[config.mk]
export PLATFORM = sky130hd
export DESIGN_NAME = int_to_decimal_ascii_unit
export DESIGN_NICKNAME = d
export VERILOG_FILES = /design/src/sv/ida_pkg.sv /design/src/sv/int_to_decimal_ascii_unit.sv /design/src/sv/ida_dabble_stage.sv /design/src/sv/ida_serializer.sv
export SDC_FILE = /design/constraint.sdc
export NUM_CORES = 1
export LEC_CHECK = 0
export ABC_AREA = 1
export BUFFER_PORTS_ARGS = -buffer_cell sky130_fd_sc_hd__buf_2
export CORE_MARGIN = 2
export CORE_UTILIZATION = 30
export CTS_CLUSTER_DIAMETER = 100
export CTS_CLUSTER_SIZE = 8
export DETAILED_ROUTE_END_ITERATION = 6
export PLACE_DENSITY_LB_ADDON = 0.08
export SETUP_SLACK_MARGIN = 0.2
export SYNTH_ARGS = -nofsm -noshare
export SYNTH_HDL_FRONTEND = slang
export SYNTH_SLANG_ARGS = --single-unit
[constraint.sdc]
create_clock -name aclk -period 7.2 [get_ports aclk]
set_input_delay 1.44 -clock aclk [delete_from_list [all_inputs] [get_ports aclk]]
set_output_delay 1.44 -clock aclk [all_outputs]
set_load 0.01 [all_outputs]
[src/sv/ida_pkg.sv]
`default_nettype none

package ida_pkg;

    localparam int MAG_W     = 32;
    localparam int DIGITS    = 10;
    localparam int BCD_W     = 4 * DIGITS;
    localparam int WORK_W    = BCD_W + MAG_W;
    localparam int STEP_BITS = 8;
    localparam int N_STAGES  = MAG_W / STEP_BITS;

    localparam logic [3:0] NUM_DIGITS    = 4'd10;
    localparam logic [3:0] MAX_DIGIT     = 4'd9;
    localparam logic [7:0] CHAR_MINUS    = 8'd45;
    localparam logic [3:0] CHAR_DIGIT_HI = 4'h3;

    typedef struct packed {
        logic              neg;
        logic [WORK_W-1:0] work;
    } ida_word_t;

    typedef struct packed {
        logic             neg;
        logic [3:0]       ndig;
        logic [BCD_W-1:0] bcd;
    } ida_text_t;

    // shift-and-add-3 over STEP_BITS binary bits
    function automatic logic [WORK_W-1:0] dabble_steps(input logic [WORK_W-1:0] w_in);
        logic [WORK_W-1:0] w;
        w = w_in;
        for (int s = 0; s < STEP_BITS; s++) begin
            for (int d = 0; d < DIGITS; d++) begin
                if (w[MAG_W + 4*d +: 4] >= 4'd5) begin
                    w[MAG_W + 4*d +: 4] = w[MAG_W + 4*d +: 4] + 4'd3;
                end
            end
            w = w << 1;
        end
        return w;
    endfunction

    function automatic logic bcd_ok(input logic [BCD_W-1:0] bcd);
        logic ok;
        ok = 1'b1;
        for (int d = 0; d < DIGITS; d++) begin
            if (bcd[4*d +: 4] > MAX_DIGIT) begin
                ok = 1'b0;
            end
        end
        return ok;
    endfunction

endpackage

`default_nettype wire

[src/sv/int_to_decimal_ascii_unit.sv]
`default_nettype none

// channel | dir | tdata                 | tuser | tlast
// s_      | in  | value [31:0] signed   | -     | -
// m_      | out | character [7:0]       | -     | last character of the number
//
// one input word gives 1 to 11 output words, one character per cycle unless m_ stalls
// path to output: magnitude, four 8-bit dabble stages, align and output registers
// the output register takes a new number only as the last character of one is taken
// reset clears valid bits, sign and count; no state carries over between numbers
// a stall on m_ backs up through the pipeline without loss or repetition

module int_to_decimal_ascii_unit (
    input  wire logic        aclk,
    input  wire logic        aresetn,
    input  wire logic        s_tvalid,
    output logic             s_tready,
    input  wire logic [31:0] s_tdata,   // value
    output logic             m_tvalid,
    input  wire logic        m_tready,
    output logic [7:0]       m_tdata,   // character
    output logic             m_tlast
);
    import ida_pkg::*;

    logic                 mag_valid_reg;
    ida_word_t            mag_reg;
    ida_word_t            mag_next;

    logic [N_STAGES:0]    vld;
    logic [N_STAGES:0]    rdy;
    ida_word_t            wrd [N_STAGES+1];

    logic                 aln_valid_reg;
    ida_text_t            aln_reg;
    ida_text_t            aln_next;
    logic                 aln_ready;
    logic                 ser_ready;

    logic [BCD_W-1:0]     bcd_c;
    logic [3:0]           ndig_c;
    logic [5:0]           shift_c;

    // sign and magnitude
    always_comb begin
        mag_next.neg  = s_tdata[MAG_W-1];
        mag_next.work = {{BCD_W{1'b0}},
                         s_tdata[MAG_W-1] ? (~s_tdata + 32'd1) : s_tdata};
    end

    assign s_tready = !mag_valid_reg || rdy[0];

    always_ff @(posedge aclk) begin
        if (!aresetn) begin
            mag_valid_reg <= 1'b0;
        end else if (s_tready) begin
            mag_valid_reg <= s_tvalid;
        end
    end

    always_ff @(posedge aclk) begin
        if (s_tready && s_tvalid) begin
            mag_reg <= mag_next;
        end
    end

    assign vld[0] = mag_valid_reg;
    assign wrd[0] = mag_reg;

    for (genvar g = 0; g < N_STAGES; g++) begin : g_dabble
        ida_dabble_stage u_stage (
            .aclk     (aclk),
            .aresetn  (aresetn),
            .in_valid (vld[g]),
            .in_ready (rdy[g]),
            .in_word  (wrd[g]),
            .out_valid(vld[g+1]),
            .out_ready(rdy[g+1]),
            .out_word (wrd[g+1])
        );
    end

    // leading-zero strip: count digits and move the first one to the top
    always_comb begin
        bcd_c  = wrd[N_STAGES].work[WORK_W-1 -: BCD_W];
        ndig_c = 4'd1;
        for (int d = 0; d < DIGITS; d++) begin
            if (bcd_c[4*d +: 4] != 4'd0) begin
                ndig_c = 4'(d + 1);
            end
        end
        shift_c       = {NUM_DIGITS - ndig_c, 2'b00};
        aln_next.neg  = wrd[N_STAGES].neg;
        aln_next.ndig = ndig_c;
        aln_next.bcd  = bcd_c << shift_c;
    end

    assign aln_ready     = !aln_valid_reg || ser_ready;
    assign rdy[N_STAGES] = aln_ready;

    always_ff @(posedge aclk) begin
        if (!aresetn) begin
            aln_valid_reg <= 1'b0;
        end else if (aln_ready) begin
            aln_valid_reg <= vld[N_STAGES];
        end
    end

    always_ff @(posedge aclk) begin
        if (aln_ready && vld[N_STAGES]) begin
            aln_reg <= aln_next;
        end
    end

    ida_serializer u_ser (
        .aclk    (aclk),
        .aresetn (aresetn),
        .in_valid(aln_valid_reg),
        .in_ready(ser_ready),
        .in_text (aln_reg),
        .m_tvalid(m_tvalid),
        .m_tready(m_tready),
        .m_tdata (m_tdata),
        .m_tlast (m_tlast)
    );

    a_ndig_range: assert property (@(posedge aclk) disable iff (!aresetn)
        aln_valid_reg |-> aln_reg.ndig != 4'd0 && aln_reg.ndig <= NUM_DIGITS)
        else $error("aligned digit count out of range");

    a_lead_nonzero: assert property (@(posedge aclk) disable iff (!aresetn)
        aln_valid_reg && aln_reg.ndig != 4'd1 |-> aln_reg.bcd[BCD_W-1 -: 4] != 4'd0)
        else $error("leading zero left after alignment");

    a_align_stall: assert property (@(posedge aclk) disable iff (!aresetn)
        aln_valid_reg && !ser_ready |=> aln_valid_reg && $stable(aln_reg))
        else $error("aligned word lost while stalled");

endmodule

`default_nettype wire

[src/sv/ida_dabble_stage.sv]
`default_nettype none

module ida_dabble_stage (
    input  wire logic              aclk,
    input  wire logic              aresetn,
    input  wire logic              in_valid,
    output logic                   in_ready,
    input  wire ida_pkg::ida_word_t in_word,
    output logic                   out_valid,
    input  wire logic              out_ready,
    output ida_pkg::ida_word_t     out_word
);
    import ida_pkg::*;

    logic      valid_reg;
    ida_word_t word_reg;
    ida_word_t word_next;

    assign in_ready = !valid_reg || out_ready;

    always_comb begin
        word_next.neg  = in_word.neg;
        word_next.work = dabble_steps(in_word.work);
    end

    always_ff @(posedge aclk) begin
        if (!aresetn) begin
            valid_reg <= 1'b0;
        end else if (in_ready) begin
            valid_reg <= in_valid;
        end
    end

    always_ff @(posedge aclk) begin
        if (in_ready && in_valid) begin
            word_reg <= word_next;
        end
    end

    assign out_valid = valid_reg;
    assign out_word  = word_reg;

    a_digits_legal: assert property (@(posedge aclk) disable iff (!aresetn)
        valid_reg |-> bcd_ok(word_reg.work[WORK_W-1 -: BCD_W]))
        else $error("bcd digit out of range after dabble stage");

    a_stall_holds: assert property (@(posedge aclk) disable iff (!aresetn)
        valid_reg && !out_ready |=> valid_reg && $stable(word_reg))
        else $error("dabble stage lost a stalled word");

    a_in_top_clear: assert property (@(posedge aclk) disable iff (!aresetn)
        valid_reg |-> word_reg.work[WORK_W-1 -: 4] <= 4'd4)
        else $error("leading bcd digit exceeds 32-bit range");

endmodule

`default_nettype wire

[src/sv/ida_serializer.sv]
`default_nettype none

module ida_serializer (
    input  wire logic               aclk,
    input  wire logic               aresetn,
    input  wire logic               in_valid,
    output logic                    in_ready,
    input  wire ida_pkg::ida_text_t in_text,
    output logic                    m_tvalid,
    input  wire logic               m_tready,
    output logic [7:0]              m_tdata,  // character
    output logic                    m_tlast
);
    import ida_pkg::*;

    logic             out_valid_reg;
    logic             minus_reg;
    logic [3:0]       rem_reg;
    logic [BCD_W-1:0] bcd_reg;
    logic             last_c;

    assign last_c   = !minus_reg && (rem_reg == 4'd1);
    assign in_ready = !out_valid_reg || (m_tready && last_c);

    always_ff @(posedge aclk) begin
        if (!aresetn) begin
            out_valid_reg <= 1'b0;
            minus_reg     <= 1'b0;
            rem_reg       <= '0;
        end else if (in_ready) begin
            out_valid_reg <= in_valid;
            if (in_valid) begin
                minus_reg <= in_text.neg;
                rem_reg   <= in_text.ndig;
                bcd_reg   <= in_text.bcd;
            end
        end else if (m_tready) begin
            if (minus_reg) begin
                minus_reg <= 1'b0;
            end else begin
                rem_reg <= rem_reg - 4'd1;
                bcd_reg <= bcd_reg << 4;
            end
        end
    end

    assign m_tvalid = out_valid_reg;
    assign m_tdata  = minus_reg ? CHAR_MINUS : {CHAR_DIGIT_HI, bcd_reg[BCD_W-1 -: 4]};
    assign m_tlast  = last_c;

    a_rem_range: assert property (@(posedge aclk) disable iff (!aresetn)
        out_valid_reg |-> rem_reg != 4'd0 && rem_reg <= NUM_DIGITS)
        else $error("digit count out of range");

    a_digit_legal: assert property (@(posedge aclk) disable iff (!aresetn)
        out_valid_reg && !minus_reg |-> bcd_reg[BCD_W-1 -: 4] <= MAX_DIGIT)
        else $error("emitted digit is not decimal");

    a_stall_holds: assert property (@(posedge aclk) disable iff (!aresetn)
        out_valid_reg && !m_tready |=> out_valid_reg && $stable(rem_reg)
            && $stable(minus_reg))
        else $error("serializer advanced while stalled");

endmodule

`default_nettype wire
==> results.yml <==
timing:
  worstMarginPinSlew_ps: 1030
  slew_headroom_pct: 31.2
  fmaxAchievable_mhz: 165
  hold_viol_final: 0
  fin_crit_ps: 6070
  final.setup.tns_ps: 0
  rsz0062_at_grt: "no"
  skew_ps: 40.9
  holdWs_ps: 410
  finalMaxSlewViolations: 0
  setup_viol: 0
  fin_crit_sh_pct: 84.3
global_routing:
  grt_pass1_wl_um: 103000
  antenna_found_initial: 4
  grt_use_total_pct: 13.0
  grt_pass1_vias: 22333
  grt_overflow: 0
  grt_max_degree: 47
cts:
  path_clk_slew_ps: 50
  clock-root-buffer: "clkbuf_16"
  cts_resized: 0
  cts_sinks: 284
  hold_buffers: 0
  cts_buffers: 43
  cts_buffer_depth: 3
  cts_tree: "yes"
  clk-insertion-delay-late_ps: 590
  cts-htree-levels: 2
  cts_setup_buffers: 0
synthesis:
  synth_cell_types: 52
  synth_edf_count: 272
  synthCells: 3857
  ys_seq_area_share_pct: 30.7
  synth.cell_area_sq_mm: 0.0274
  yosys_warnings: 0
  async_flop_share_pct: 0
  ys_ff_latch: 284
  syn_avg_cell_area_sq_um: 7.11
  synth_top_flop_cell: "edfxtp_1"
  yosysTopAreaCell: "edfxtp_1"
  yosysTopAreaCellShare_pct: 29.8
  synth_area_leaders: "edfxtp_1 30%, nand2_1 17%, inv_1 8.0%, ha_1 6.8%, nand3_1 6.1%"
run_status:
  status: "finished, final reports clean"
setup_path:
  arrival_ps: 6390
  r2r_slack_ps: 1130
  slowest_delay_ps: 420
  critPathMaxFanout: 5
  critPathKind: "flop to flop"
  cpMostUsedCell: "nand2_1"
  crit_path_start_kind: "flop"
  required_ps: 7520
  end_kind: "flop"
  crit_slowest_cell: "edfxtp_1"
route:
  wl_per_cell_um: 11.8
  route.vias.total: 23127
  drt_iter0_drc: 892
  antenna_left: 0
  dr.pass1.iters: 5
  routed_via_density: 4.52
  drc: 0
  drt_wl_total_um: 60600
die:
  die_h_um: 306
  die_w_um: 306
  die_area_sq_mm: 0.0938
  num_rows: 110
  ioPinCount: 47
  core_area_sq_mm: 0.0903
  initial_core_util_pct: 30.4
finish:
  finalInstanceArea_sq_mm: 0.0303
  final_nets: 4109
  area_growth_pct: 10.6
  multiInputGateArea_sq_mm: 0.0165
  n_antenna_cell: 0
  largest_reg_flops: 154
  num-fill-cells: 9713
  regArea_sq_mm: 0.00841
  layout-drive-gt1-share_pct: 15.8
place:
  dp_hpwl_um: 48000
  dpl_cell_area_sq_mm: 0.0291
  gp_congestion: 0.806
  io_buffer_count: 43
hold_path:
  hold_class: "flop to flop"
run:
  maxCapViolations: 0
[stage by stage]
| stage | std cells | utilization [%] | worst slack, ps |
|---|---|---|---|
| floorplan | 3858 | - | 1680 |
| global placement | 5055 | 32.2 | 1130 |
| detailed placement | 5055 | 32.2 | 1130 |
| CTS | 5118 | 33.6 | 1110 |
| global route | 5118 | 33.6 | 356 |
| finish | 5118 | 33.6 | 1130 |
[final cells by class]
cell class                 count  area share (%)
clock inverter                 9           0.441
timing repair buffer          53           0.957
inverter                     633            7.83
multi-input combinational   2909            54.5
clock buffer                  54            3.68
sequential                   284            27.7
tap                         1176            4.85
[cell families (layout without fill, tap and decap cells)]
kind of cell    Yosys count  in the layout  synth area share (%)
mux                      12             12                 0.438
simple gates           2305           2305                  41.5
compound gates          336            336                  7.83
xor+xnor                104            104                  3.62
buf+inv                 665            749                  9.14
fa+ha+maj               149            149                  6.80
flops                   284            284                  30.7
other cells               2              3                0.0274
[path summary, 6_finish.rpt]
kind / from / endpoint / cells after the start
setup / recovery: g_dabble[2].u_stage.out_word[60]$_DFFE_PP_ / g_dabble[3].u_stage.out_word[70]$_DFFE_PP_ / 39
hold / removal: g_dabble[1].u_stage.out_word[23]$_DFFE_PP_ / g_dabble[2].u_stage.out_word[31]$_DFFE_PP_ / 0
setup reg to reg: g_dabble[2].u_stage.out_word[60]$_DFFE_PP_ / g_dabble[3].u_stage.out_word[70]$_DFFE_PP_ / 39
hold reg to reg: g_dabble[1].u_stage.out_word[23]$_DFFE_PP_ / g_dabble[2].u_stage.out_word[31]$_DFFE_PP_ / 0
[per-layer routing]
metal	global-route usage, %	up-vias	wire (um)	share of wire [%]
li1	-	12744	-	-
met1	15.4	10140	27600	46
met2	24.6	167	30400	50
met3	1.62	76	1360	2.2
met4	3.55	0	1310	2.2
met5	0	-	0	0
[cells in the mapped netlist, drive strengths merged (23+ instances only)]
cell type,instances
clkbuf,23
o21ai,196
xnor2,28
nand3,465
a21o,35
nand4,138
edfxtp,272
inv,626
xor2,76
nand3b,23
nor2,115
nand2,1476
a21oi,56
and2,53
ha,149
[worst max-delay path, delay by kind of cell, from the launching register on]
kind            cells  cell delay, ps
compound gates      5             990
xor+xnor            2             560
fa+ha+maj           7            1280
buf+inv             8             640
flops               1             420
simple gates       17            1900
[layout by cell type (no fill, tap or decap), types with 40 or more instances in the layout]
cell type,count
inv_1,586
o21ai_0,119
clkbuf_16,43
o21ai_2,50
xor2_1,69
ha_1,149
edfxtp_1,272
a21oi_1,54
nand3_1,335
nor2_1,109
inv_2,40
nand2_1,1237
nand2_2,209
buf_2,43
nand4_1,138
nand3_2,122
Power is left out: the tool's default activity adds up to more than one toggle a clock period on the data nets, which glitch-free logic cannot reach.
